===== config.mk =====
export PLATFORM = sky130hd
export DESIGN_NAME = pattern_row_frame_packer_top_flat
export DESIGN_NICKNAME = d
export VERILOG_FILES = /design/src/hw/rtl/rfp_pkg.sv /design/src/hw/rtl/rfp_if.sv /design/src/hw/rtl/pattern_row_frame_packer_top.sv /design/src/hw/rtl/rfp_front.sv /design/src/hw/rtl/rfp_queue.sv /design/src/hw/rtl/rfp_back.sv /design/src/flat_wrapper.sv
export SDC_FILE = /design/constraint.sdc
export NUM_CORES = 1
export LEC_CHECK = 0
export ABC_AREA = 1
export BUFFER_PORTS_ARGS = -buffer_cell sky130_fd_sc_hd__buf_2
export CAP_MARGIN = 5
export CORE_MARGIN = 2
export CORE_UTILIZATION = 30
export DETAILED_ROUTE_END_ITERATION = 8
export SETUP_SLACK_MARGIN = 0.4
export SYNTH_ARGS = -nofsm -noshare
export SYNTH_HDL_FRONTEND = slang
export SYNTH_SLANG_ARGS = --single-unit

===== constraint.sdc =====
create_clock -name clk -period 12.2 [get_ports clk]
set_input_delay 0.61 -clock clk [delete_from_list [all_inputs] [get_ports clk]]
set_output_delay 0.61 -clock clk [all_outputs]
set_load 0.02 [all_outputs]

===== src/hw/rtl/rfp_pkg.sv =====
`timescale 1ns / 1ps
package rfp_pkg;

  localparam int RFP_WIDTH_W        = 13;
  localparam int RFP_COLOR_W        = 8;
  localparam int RFP_BYTE_W         = 8;
  localparam int RFP_MAX_ROW_PIXELS = 8144;
  localparam int RFP_QUEUE_DEPTH    = 4;
  localparam int RFP_CFG_INDEX_W    = 2;
  localparam int RFP_CFG_DATA_W     = 13;

  localparam logic [RFP_CFG_INDEX_W-1:0] REG_ROW_WIDTH   = 2'd0;
  localparam logic [RFP_CFG_INDEX_W-1:0] REG_MATCH_COLOR = 2'd1;

  localparam logic [RFP_WIDTH_W-1:0] ROW_WIDTH_RESET   = 13'd200;
  localparam logic [RFP_COLOR_W-1:0] MATCH_COLOR_RESET = 8'd0;

  localparam logic [RFP_BYTE_W-1:0] HDR_K = 8'h4B;
  localparam logic [RFP_BYTE_W-1:0] HDR_D = 8'h44;
  localparam logic [RFP_BYTE_W-1:0] HDR_B = 8'h42;

  // Byte slots of one queued job, in emission order.
  typedef enum logic [2:0] {
    SLOT_K,
    SLOT_D,
    SLOT_B,
    SLOT_WHI,
    SLOT_WLO,
    SLOT_DATA,
    SLOT_SUM
  } rfp_slot_t;

  localparam int RFP_SLOTS = 7;

  typedef struct packed {
    logic                   hdr;
    logic                   has_data;
    logic                   last;
    logic [RFP_WIDTH_W-1:0] width;
    logic [RFP_BYTE_W-1:0]  data;
    logic [RFP_BYTE_W-1:0]  csum;
  } rfp_job_t;

endpackage


===== src/hw/rtl/rfp_if.sv =====
`timescale 1ns / 1ps
interface rfp_pix_if;
  logic       valid;
  logic       ready;
  logic [7:0] pixel_index;
  logic       inverse;
  modport source(output valid, pixel_index, inverse, input ready);
  modport sink(input valid, pixel_index, inverse, output ready);
endinterface

interface rfp_byte_if;
  logic       valid;
  logic       ready;
  logic [7:0] frame_byte;
  logic       frame_end;
  modport source(output valid, frame_byte, frame_end, input ready);
  modport sink(input valid, frame_byte, frame_end, output ready);
endinterface

interface rfp_cfg_if;
  logic        valid;
  logic        ready;
  logic [1:0]  reg_index;
  logic [12:0] wdata;
  modport source(output valid, reg_index, wdata, input ready);
  modport sink(input valid, reg_index, wdata, output ready);
endinterface


===== src/hw/rtl/pattern_row_frame_packer_top.sv =====
`timescale 1ns / 1ps
// Row frame packer: one indexed pixel per word on in_ch, framed bytes on out_ch.
// A row's first pixel yields the header 'K','D','B', width high, width low;
// each pixel adds one bit (MSB first), a data byte leaves every eighth pixel
// and at the row's last pixel (zero padded), then the checksum byte with
// frame_end set. Up to 7 output words per pixel.
// cfg_ch writes row_width (index 0) and match_color (index 1); always ready.
// Write it only while no frame is in flight.
// With the queue empty and out_ch free, the first byte caused by a pixel
// passes the queue write and then the output register before it is valid.
// Throughput: one pixel per cycle; out_ch drains one byte per cycle
// from a job queue of QUEUE_DEPTH entries, so in_ch only stalls when header,
// data and checksum bursts outrun the output (a row of 7 or more pixels needs
// at most one byte per pixel).
// When out_ch stalls, the output register holds its word, the queue fills and
// in_ready drops once it is full.
// Reset: row position, partial byte and checksum cleared, queue emptied,
// row_width = 200, match_color = 0. No warm-up after reset.
module pattern_row_frame_packer_top
  import rfp_pkg::*;
#(
  parameter int MAX_ROW_PIXELS = RFP_MAX_ROW_PIXELS,
  parameter int QUEUE_DEPTH    = RFP_QUEUE_DEPTH
) (
  input  logic        clk,
  input  logic        rst_n,
  rfp_pix_if.sink     in_ch,
  rfp_byte_if.source  out_ch,
  rfp_cfg_if.sink     cfg_ch
);

  logic [RFP_WIDTH_W-1:0] row_width_r;
  logic [RFP_COLOR_W-1:0] match_color_r;

  logic     q_full;
  logic     q_push;
  rfp_job_t q_job;
  logic     q_pop;
  logic     q_valid;
  rfp_job_t q_head;

  assign cfg_ch.ready = 1'b1;

  always_ff @(posedge clk) begin
    if (!rst_n) begin
      row_width_r   <= ROW_WIDTH_RESET;
      match_color_r <= MATCH_COLOR_RESET;
    end else if (cfg_ch.valid) begin
      case (cfg_ch.reg_index)
        REG_ROW_WIDTH:   row_width_r   <= cfg_ch.wdata[RFP_WIDTH_W-1:0];
        REG_MATCH_COLOR: match_color_r <= cfg_ch.wdata[RFP_COLOR_W-1:0];
        default: ;
      endcase
    end
  end

  rfp_front #(
    .MAX_ROW_PIXELS(MAX_ROW_PIXELS)
  ) u_front (
    .clk         (clk),
    .rst_n       (rst_n),
    .in_valid    (in_ch.valid),
    .in_ready    (in_ch.ready),
    .pixel_index (in_ch.pixel_index),
    .inverse     (in_ch.inverse),
    .row_width   (row_width_r),
    .match_color (match_color_r),
    .q_full      (q_full),
    .q_push      (q_push),
    .q_job       (q_job)
  );

  rfp_queue #(
    .DEPTH(QUEUE_DEPTH)
  ) u_queue (
    .clk        (clk),
    .rst_n      (rst_n),
    .push       (q_push),
    .push_job   (q_job),
    .full       (q_full),
    .pop        (q_pop),
    .head_valid (q_valid),
    .head_job   (q_head)
  );

  rfp_back u_back (
    .clk        (clk),
    .rst_n      (rst_n),
    .head_valid (q_valid),
    .head_job   (q_head),
    .pop        (q_pop),
    .out_ch     (out_ch)
  );

  a_no_overflow: assert property (@(posedge clk) disable iff (!rst_n)
    q_push |-> (!q_full || q_pop))
    else $error("job queue overflow");

  a_no_underflow: assert property (@(posedge clk) disable iff (!rst_n)
    q_pop |-> q_valid)
    else $error("job queue underflow");

  a_reset_idle: assert property (@(posedge clk)
    !rst_n |=> !out_ch.valid)
    else $error("output valid right after reset");

  a_end_has_job: assert property (@(posedge clk) disable iff (!rst_n)
    q_valid |-> (q_head.hdr || q_head.has_data))
    else $error("queued job carries no byte");

endmodule


===== src/hw/rtl/rfp_front.sv =====
`timescale 1ns / 1ps
module rfp_front
  import rfp_pkg::*;
#(
  parameter int MAX_ROW_PIXELS = RFP_MAX_ROW_PIXELS
) (
  input  logic                   clk,
  input  logic                   rst_n,
  input  logic                   in_valid,
  output logic                   in_ready,
  input  logic [7:0]             pixel_index,
  input  logic                   inverse,
  input  logic [RFP_WIDTH_W-1:0] row_width,
  input  logic [RFP_COLOR_W-1:0] match_color,
  input  logic                   q_full,
  output logic                   q_push,
  output rfp_job_t               q_job
);

  logic [RFP_WIDTH_W-1:0] pos_r, pos_nxt;
  logic [RFP_BYTE_W-1:0]  acc_r, acc_nxt;
  logic [RFP_BYTE_W-1:0]  sum_r, sum_nxt;

  logic                   accept;
  logic                   hdr;
  logic                   bit_set;
  logic                   emit;
  logic                   last;
  logic [RFP_WIDTH_W-1:0] width;
  logic [RFP_BYTE_W-1:0]  whi, wlo;
  logic [RFP_BYTE_W-1:0]  hdr_sum;
  logic [RFP_BYTE_W-1:0]  acc_new;
  logic [RFP_BYTE_W-1:0]  sum_new;

  assign in_ready = !q_full;
  assign accept   = in_valid && in_ready;

  always_comb begin
    if (row_width == '0) begin
      width = RFP_WIDTH_W'(1);
    end else if (32'(row_width) > 32'(MAX_ROW_PIXELS)) begin
      width = RFP_WIDTH_W'(MAX_ROW_PIXELS);
    end else begin
      width = row_width;
    end
  end

  assign hdr     = (pos_r == '0);
  assign whi     = RFP_BYTE_W'(width >> 8);
  assign wlo     = width[7:0];
  assign hdr_sum = hdr ? (HDR_K + HDR_D + HDR_B + whi + wlo) : 8'd0;
  assign bit_set = (pixel_index == match_color) != inverse;
  assign acc_new = (hdr ? 8'd0 : acc_r) | (bit_set ? (8'h80 >> pos_r[2:0]) : 8'd0);
  assign last    = ({1'b0, pos_r} + 14'd1) >= {1'b0, width};
  assign emit    = (pos_r[2:0] == 3'd7) || last;
  assign sum_new = (hdr ? 8'd0 : sum_r) + hdr_sum + (emit ? acc_new : 8'd0);

  always_comb begin
    if (last) begin
      pos_nxt = '0;
      acc_nxt = '0;
      sum_nxt = '0;
    end else begin
      pos_nxt = pos_r + RFP_WIDTH_W'(1);
      acc_nxt = emit ? 8'd0 : acc_new;
      sum_nxt = sum_new;
    end
  end

  always_ff @(posedge clk) begin
    if (!rst_n) begin
      pos_r <= '0;
      acc_r <= '0;
      sum_r <= '0;
    end else if (accept) begin
      pos_r <= pos_nxt;
      acc_r <= acc_nxt;
      sum_r <= sum_nxt;
    end
  end

  assign q_push         = accept && (hdr || emit);
  assign q_job.hdr      = hdr;
  assign q_job.has_data = emit;
  assign q_job.last     = last;
  assign q_job.width    = width;
  assign q_job.data     = acc_new;
  assign q_job.csum     = sum_new;

endmodule


===== src/hw/rtl/rfp_queue.sv =====
`timescale 1ns / 1ps
module rfp_queue
  import rfp_pkg::*;
#(
  parameter int DEPTH = RFP_QUEUE_DEPTH
) (
  input  logic     clk,
  input  logic     rst_n,
  input  logic     push,
  input  rfp_job_t push_job,
  output logic     full,
  input  logic     pop,
  output logic     head_valid,
  output rfp_job_t head_job
);

  localparam int PTR_W = (DEPTH > 1) ? $clog2(DEPTH) : 1;
  localparam int CNT_W = $clog2(DEPTH + 1);

  rfp_job_t             mem_r [DEPTH];
  logic [PTR_W-1:0]     wr_ptr_r, wr_ptr_nxt;
  logic [PTR_W-1:0]     rd_ptr_r, rd_ptr_nxt;
  logic [CNT_W-1:0]     cnt_r, cnt_nxt;

  assign full       = (cnt_r == CNT_W'(DEPTH));
  assign head_valid = (cnt_r != '0);
  assign head_job   = mem_r[rd_ptr_r];

  always_comb begin
    wr_ptr_nxt = wr_ptr_r;
    rd_ptr_nxt = rd_ptr_r;
    cnt_nxt    = cnt_r;
    if (push) begin
      wr_ptr_nxt = (wr_ptr_r == PTR_W'(DEPTH - 1)) ? '0 : wr_ptr_r + PTR_W'(1);
    end
    if (pop) begin
      rd_ptr_nxt = (rd_ptr_r == PTR_W'(DEPTH - 1)) ? '0 : rd_ptr_r + PTR_W'(1);
    end
    if (push && !pop) begin
      cnt_nxt = cnt_r + CNT_W'(1);
    end else if (pop && !push) begin
      cnt_nxt = cnt_r - CNT_W'(1);
    end
  end

  always_ff @(posedge clk) begin
    if (!rst_n) begin
      wr_ptr_r <= '0;
      rd_ptr_r <= '0;
      cnt_r    <= '0;
    end else begin
      wr_ptr_r <= wr_ptr_nxt;
      rd_ptr_r <= rd_ptr_nxt;
      cnt_r    <= cnt_nxt;
    end
  end

  always_ff @(posedge clk) begin
    if (push) begin
      mem_r[wr_ptr_r] <= push_job;
    end
  end

endmodule


===== src/hw/rtl/rfp_back.sv =====
`timescale 1ns / 1ps
module rfp_back
  import rfp_pkg::*;
(
  input  logic              clk,
  input  logic              rst_n,
  input  logic              head_valid,
  input  rfp_job_t          head_job,
  output logic              pop,
  rfp_byte_if.source        out_ch
);

  logic [2:0]            slot_r, slot_nxt;
  logic                  out_valid_r, out_valid_nxt;
  logic [RFP_BYTE_W-1:0] out_byte_r, out_byte_nxt;
  logic                  out_end_r, out_end_nxt;

  logic                  load;
  logic [RFP_SLOTS-1:0]  mask;
  logic [RFP_SLOTS-1:0]  avail;
  logic [RFP_SLOTS-1:0]  rest;
  rfp_slot_t             cur;
  logic [RFP_BYTE_W-1:0] cur_byte;

  assign load  = !out_valid_r || out_ch.ready;
  assign mask  = {head_job.last, head_job.has_data, {5{head_job.hdr}}};
  assign avail = mask & (7'h7F << slot_r);

  always_comb begin
    cur = SLOT_SUM;
    for (int i = RFP_SLOTS - 1; i >= 0; i--) begin
      if (avail[i]) begin
        cur = rfp_slot_t'(3'(i));
      end
    end
  end

  assign rest = avail & ~(7'd1 << cur);

  always_comb begin
    case (cur)
      SLOT_K:    cur_byte = HDR_K;
      SLOT_D:    cur_byte = HDR_D;
      SLOT_B:    cur_byte = HDR_B;
      SLOT_WHI:  cur_byte = RFP_BYTE_W'(head_job.width >> 8);
      SLOT_WLO:  cur_byte = head_job.width[7:0];
      SLOT_DATA: cur_byte = head_job.data;
      SLOT_SUM:  cur_byte = head_job.csum;
      default:   cur_byte = 8'd0;
    endcase
  end

  always_comb begin
    slot_nxt      = slot_r;
    out_valid_nxt = out_valid_r;
    out_byte_nxt  = out_byte_r;
    out_end_nxt   = out_end_r;
    pop           = 1'b0;
    if (load) begin
      out_valid_nxt = head_valid;
      if (head_valid) begin
        out_byte_nxt = cur_byte;
        out_end_nxt  = (cur == SLOT_SUM);
        if (rest == '0) begin
          pop      = 1'b1;
          slot_nxt = '0;
        end else begin
          slot_nxt = 3'(cur) + 3'd1;
        end
      end
    end
  end

  always_ff @(posedge clk) begin
    if (!rst_n) begin
      slot_r      <= '0;
      out_valid_r <= 1'b0;
    end else begin
      slot_r      <= slot_nxt;
      out_valid_r <= out_valid_nxt;
    end
  end

  always_ff @(posedge clk) begin
    out_byte_r <= out_byte_nxt;
    out_end_r  <= out_end_nxt;
  end

  assign out_ch.valid      = out_valid_r;
  assign out_ch.frame_byte = out_byte_r;
  assign out_ch.frame_end  = out_end_r;

endmodule


===== src/flat_wrapper.sv =====
// flat-port wrapper written by rule: the top's interface ports become plain ports
module pattern_row_frame_packer_top_flat import rfp_pkg::*;
#(
  parameter int MAX_ROW_PIXELS = RFP_MAX_ROW_PIXELS,
  parameter int QUEUE_DEPTH    = RFP_QUEUE_DEPTH
)
  (clk, rst_n, in_ch_valid, in_ch_pixel_index, in_ch_inverse, in_ch_ready, out_ch_valid, out_ch_frame_byte, out_ch_frame_end, out_ch_ready, cfg_ch_valid, cfg_ch_reg_index, cfg_ch_wdata, cfg_ch_ready);
  rfp_pix_if in_ch_i ();
  rfp_byte_if out_ch_i ();
  rfp_cfg_if cfg_ch_i ();
  input  logic clk;
  input  logic rst_n;
  input wire logic [$bits(in_ch_i.valid)-1:0] in_ch_valid;
  input wire logic [$bits(in_ch_i.pixel_index)-1:0] in_ch_pixel_index;
  input wire logic [$bits(in_ch_i.inverse)-1:0] in_ch_inverse;
  output wire logic [$bits(in_ch_i.ready)-1:0] in_ch_ready;
  output wire logic [$bits(out_ch_i.valid)-1:0] out_ch_valid;
  output wire logic [$bits(out_ch_i.frame_byte)-1:0] out_ch_frame_byte;
  output wire logic [$bits(out_ch_i.frame_end)-1:0] out_ch_frame_end;
  input wire logic [$bits(out_ch_i.ready)-1:0] out_ch_ready;
  input wire logic [$bits(cfg_ch_i.valid)-1:0] cfg_ch_valid;
  input wire logic [$bits(cfg_ch_i.reg_index)-1:0] cfg_ch_reg_index;
  input wire logic [$bits(cfg_ch_i.wdata)-1:0] cfg_ch_wdata;
  output wire logic [$bits(cfg_ch_i.ready)-1:0] cfg_ch_ready;
  assign in_ch_i.valid = in_ch_valid;
  assign in_ch_i.pixel_index = in_ch_pixel_index;
  assign in_ch_i.inverse = in_ch_inverse;
  assign in_ch_ready = in_ch_i.ready;
  assign out_ch_valid = out_ch_i.valid;
  assign out_ch_frame_byte = out_ch_i.frame_byte;
  assign out_ch_frame_end = out_ch_i.frame_end;
  assign out_ch_i.ready = out_ch_ready;
  assign cfg_ch_i.valid = cfg_ch_valid;
  assign cfg_ch_i.reg_index = cfg_ch_reg_index;
  assign cfg_ch_i.wdata = cfg_ch_wdata;
  assign cfg_ch_ready = cfg_ch_i.ready;
  pattern_row_frame_packer_top #(.MAX_ROW_PIXELS(MAX_ROW_PIXELS), .QUEUE_DEPTH(QUEUE_DEPTH)) u_core (.clk(clk), .rst_n(rst_n), .in_ch(in_ch_i), .out_ch(out_ch_i), .cfg_ch(cfg_ch_i));
endmodule

==> flow_summary.yaml <==
drt:
  post_drt_via_cell_ratio: 4.707
  drt-pass1-iter-count: 5
  total_vias_in_the_final_route: 7094
  drcViolationCount: 0
  antenna_left: 0
  avgRoutedWirePerCell_um: 15.36
  routed_wl_um: 23150
  dr.first_iter.drc_count: 516
worst_setup_path:
  worstSetupStartpointType: "flop"
  cp_data_arrival_time_ns: 5.31
  worstPathRequired_ns: 12.38
  crit-reg2reg-capture: "u_core.u_queue.mem_r[3][7]"
  timing.reg2reg.worst_path_depth: 34
  end_kind: "flop"
  setup.worst_path.class: "reg2reg"
  worstPathMaxFanout: 13
  reg2reg_setup_slack_ns: 7.07
  worst_path_max_delay_cell: "sky130_fd_sc_hd__dfxtp_1"
  critPathMaxStageDelay_ns: 0.53
  critical_path.most_common_cell: "sky130_fd_sc_hd__nand2_1"
  r2r_start: "u_core.row_width_r[9]"
yosys:
  yosys-top-cells-area: "sky130_fd_sc_hd__edfxtp_1 (42%), sky130_fd_sc_hd__dfxtp_1 (13%), sky130_fd_sc_hd__nand2_1 (6.5%)"
  synth_enable_flop_cells: 137
  syn_nets: 1110
  mapped_avg_cell_area_um2: 9.483
  syn_warnings: 0
  mappedNetlistArea_mm2: 0.009739
  synth.top_cell.area_share: 0.4224
  syn_inst: 1027
  async_reset_ff_frac: 0
  synthDistinctLibCells: 46
  synth.yosys.seq_area_share: 0.5519
  ys_seq_elements: 200
  synth_ff_type: "sky130_fd_sc_hd__edfxtp_1"
  synthDominantAreaCellType: "sky130_fd_sc_hd__edfxtp_1"
job:
  cap_violations: 0
global_route:
  antenna_violations_before_repair: 0
  grt_max_degree: 68
  global_route_wire_length_before_repair_um: 36970
  global_route.usage.total: 0.1422
  globalRoute.totalOverflow: 0
  vias_in_the_first_global_route: 6774
place:
  detailedPlacementHpwl_um: 15460
  count_of_input_and_output_buffers: 39
  globalplace.congestion: 0.8648
  placedInstanceArea_mm2: 0.01043
floorplanning:
  die_outline_area_mm2: 0.03392
  start_util: 0.3063
  die_h_um: 184.2
  core-area_mm2: 0.03180
  num_io_pins: 41
  fp.dieW_um: 184.2
  floorplan.rows: 65
sta:
  holdWs_ns: 0.4009
  finalSetupViolCount: 0
  finalClockSkew_ns: 0.01358
  fin_setup_tns_ns: 0
  finalHoldViolCount: 0
  period_minus_slack_ns: 5.130
  rsz0062_at_grt: "no"
  min_period_over_period: 0.4205
  max-slew-margin-rel: 0.3479
  worst_max_slew_pin_slew_ns: 0.9680
  clock.fmax_mhz: 194.9
  drv_slew: 0
power_and_ir_drop:
  p_clk_frac: 0.292
  power.leakage_nw: 4.366
  areal_power_density_over_the_cells_mw_per_mm2: 185.0
  switchingPower_w: 0.0007196
  power_frac_comb: 0.280
  irDropWorstVdd_uv: 101.2
  cellInternalPower_w: 0.001326
  power.share.switching: 0.3518
  power.sequential.fraction: 0.429
clocking:
  cts-resized-gates: 0
  clock_tree.root_cell: "sky130_fd_sc_hd__clkbuf_16"
  ctsHoldBuffers: 0
  postCtsSetupRepairBufs: 0
  cts-root-to-sink-buffers: 2
  htree_num_levels: 4
  clk-insertion-delay-late_ns: 0.44
  cts_sinks: 200
  clk_transition_reported_paths_ns: 0.08
  cts_inserted_buffers: 17
  cts_tree: "yes"
layout:
  finish.instance_area_mm2: 0.01105
  fillCellCount: 3227
  layout.nets: 1142
  post_route_cells_drive_above_1_share: 0.1213
  count_of_antenna_diodes_in_the_layout: 0
  areaGrowthSynthToFinish_pct: 13.50
worst_hold_path:
  min_path_type: "in2reg"
  worstHoldStart: "cfg_ch_wdata[5]"
  hold_path_end: "u_core.match_color_r[5]"
  min_path_cells: 3
status:
  status: "finished, final reports clean"
## layer usage
layer | track usage | vias up | part of all wire
met2 | 0.2267 | 149 | 0.46
met3 | 0.02608 | 14 | 0.047
met4 | 0.03936 | 0 | 0.0098
li1 | - | 3525 | -
met1 | 0.1980 | 3406 | 0.48
met5 | 0 | - | 0
## cell families (layout without fill, tap and decap cells)
kind of cell / count (synthesis) / count (layout) / synth area share
XOR/XNOR: 20 / 20 / 0.01799
AND/OR/NAND/NOR: 387 / 387 / 0.1697
flip-flops: 200 / 200 / 0.5519
adder cells (fa/ha/maj): 54 / 54 / 0.07708
AO/OA/AOI/OAI: 206 / 206 / 0.1174
buffers and inverters: 159 / 204 / 0.06552
other: 1 / 1 / 0.0003850
## worst max-delay path by stage
stage	start	endpoint	slack [ns]	cells past startpoint
3_3_place_gp	u_core.row_width_r[6]	u_core.u_queue.mem_r[0][7]	7.24	34
6_report	u_core.row_width_r[9]	u_core.u_queue.mem_r[3][7]	7.07	34
4_1_cts	u_core.row_width_r[10]	u_core.u_queue.mem_r[3][7]	7.12	34
2_1_floorplan	u_core.u_front.pos_r[0]	u_core.u_queue.mem_r[0][7]	7.64	27
3_5_place_dp	u_core.row_width_r[6]	u_core.u_queue.mem_r[0][7]	7.16	34
5_1_grt	u_core.row_width_r[9]	u_core.u_queue.mem_r[3][7]	6.64	34
## area by class of cell
class	count	area, um^2	share of cell area
clock buffers	17	425.4	0.03848
inverters	118	442.9	0.04007
clock inverters	15	201.4	0.01822
multi-input cells	668	3756	0.3398
flip-flops and latches	200	5376	0.4864
repair buffers	54	307.8	0.02784
well taps	435	544.3	0.04924
## Yosys cell counts, types with 2 or more instances
master,number
sky130_fd_sc_hd__nand2_1,168
sky130_fd_sc_hd__edfxtp_1,137
sky130_fd_sc_hd__nor2_1,135
sky130_fd_sc_hd__inv_1,111
sky130_fd_sc_hd__o21ai_0,102
sky130_fd_sc_hd__dfxtp_1,63
sky130_fd_sc_hd__a21oi_1,51
sky130_fd_sc_hd__ha_1,44
sky130_fd_sc_hd__clkbuf_1,34
sky130_fd_sc_hd__nand3_1,33
sky130_fd_sc_hd__o22ai_1,26
sky130_fd_sc_hd__nand4_1,15
sky130_fd_sc_hd__nand2_2,13
sky130_fd_sc_hd__xnor2_1,11
sky130_fd_sc_hd__fa_1,10
sky130_fd_sc_hd__xor2_1,9
sky130_fd_sc_hd__a21oi_2,8
sky130_fd_sc_hd__nor3_1,8
sky130_fd_sc_hd__inv_2,7
sky130_fd_sc_hd__o211ai_1,4
sky130_fd_sc_hd__a21o_1,3
sky130_fd_sc_hd__a31oi_1,3
sky130_fd_sc_hd__or2_2,3
sky130_fd_sc_hd__a32oi_1,2
sky130_fd_sc_hd__buf_4,2
sky130_fd_sc_hd__nand2_4,2
sky130_fd_sc_hd__nand3_2,2
sky130_fd_sc_hd__nand3b_1,2
sky130_fd_sc_hd__nor3_2,2
## registers in the layout, indices dropped and copies added, names as in the netlist, named ones only
name and cells:
u_core.row_width_r 13, u_core.u_back.out_ch.valid 1, u_core.match_color_r 8, u_core.u_back.slot_r 3, u_core.u_back.out_ch.frame_end 1, u_core.u_queue.cnt_r 3, u_core.u_front.acc_r 8, u_core.u_front.sum_r 8
u_core.u_queue.wr_ptr_r 2, u_core.u_queue.mem_r 128, u_core.u_front.pos_r 13, u_core.u_queue.rd_ptr_r 2, u_core.u_back.out_ch.frame_byte 8
## layout by cell type (no fill, tap or decap), types with 17 or more instances in the layout
master	Yosys	routed
sky130_fd_sc_hd__inv_1	111	111
sky130_fd_sc_hd__ha_1	44	44
sky130_fd_sc_hd__buf_2	1	39
sky130_fd_sc_hd__nand3_1	33	33
sky130_fd_sc_hd__edfxtp_1	137	137
sky130_fd_sc_hd__o21ai_0	102	102
sky130_fd_sc_hd__a21oi_1	51	51
sky130_fd_sc_hd__o22ai_1	26	26
sky130_fd_sc_hd__nor2_1	135	131
sky130_fd_sc_hd__nand2_1	168	168
sky130_fd_sc_hd__dfxtp_1	63	62
sky130_fd_sc_hd__clkbuf_16	0	17
## critical path: cells and delay by family (launching register included)
| family | cells | cell delay (ns) |
|---|---|---|
| AOI/OAI and AO/OA | 1 | 0.28 |
| adders and majority gates | 4 | 1.41 |
| buffers and inverters | 5 | 0.42 |
| DFF | 1 | 0.53 |
| and+or+nand+nor | 24 | 2.22 |
## power by group through the flow
stage / clock (W) / combinational, W / sequential (W)
2_1_floorplan: 0 / 0.000362 / 0.000910
3_3_place_gp: 0 / 0.000570 / 0.000890
3_5_place_dp: 0 / 0.000578 / 0.000892
4_1_cts: 0.000606 / 0.000581 / 0.000877
5_1_grt: 0.000633 / 0.000647 / 0.000886
6_report: 0.000597 / 0.000572 / 0.000877
## per-stage QoR
stage / total power [W] / worst slack [ns] / utilization / cells
5_1_grt: 0.002166 / 6.636 / 0.3476 / 1507
6_report: 0.002045 / 7.070 / 0.3476 / 1507
2_1_floorplan: 0.001272 / 7.642 / - / 1027
3_5_place_dp: 0.001471 / 7.160 / 0.3279 / 1475
4_1_cts: 0.002065 / 7.116 / 0.3476 / 1507
3_3_place_gp: 0.001461 / 7.240 / 0.3279 / 1475
No activity file was read; power rests on OpenSTA's default activity.
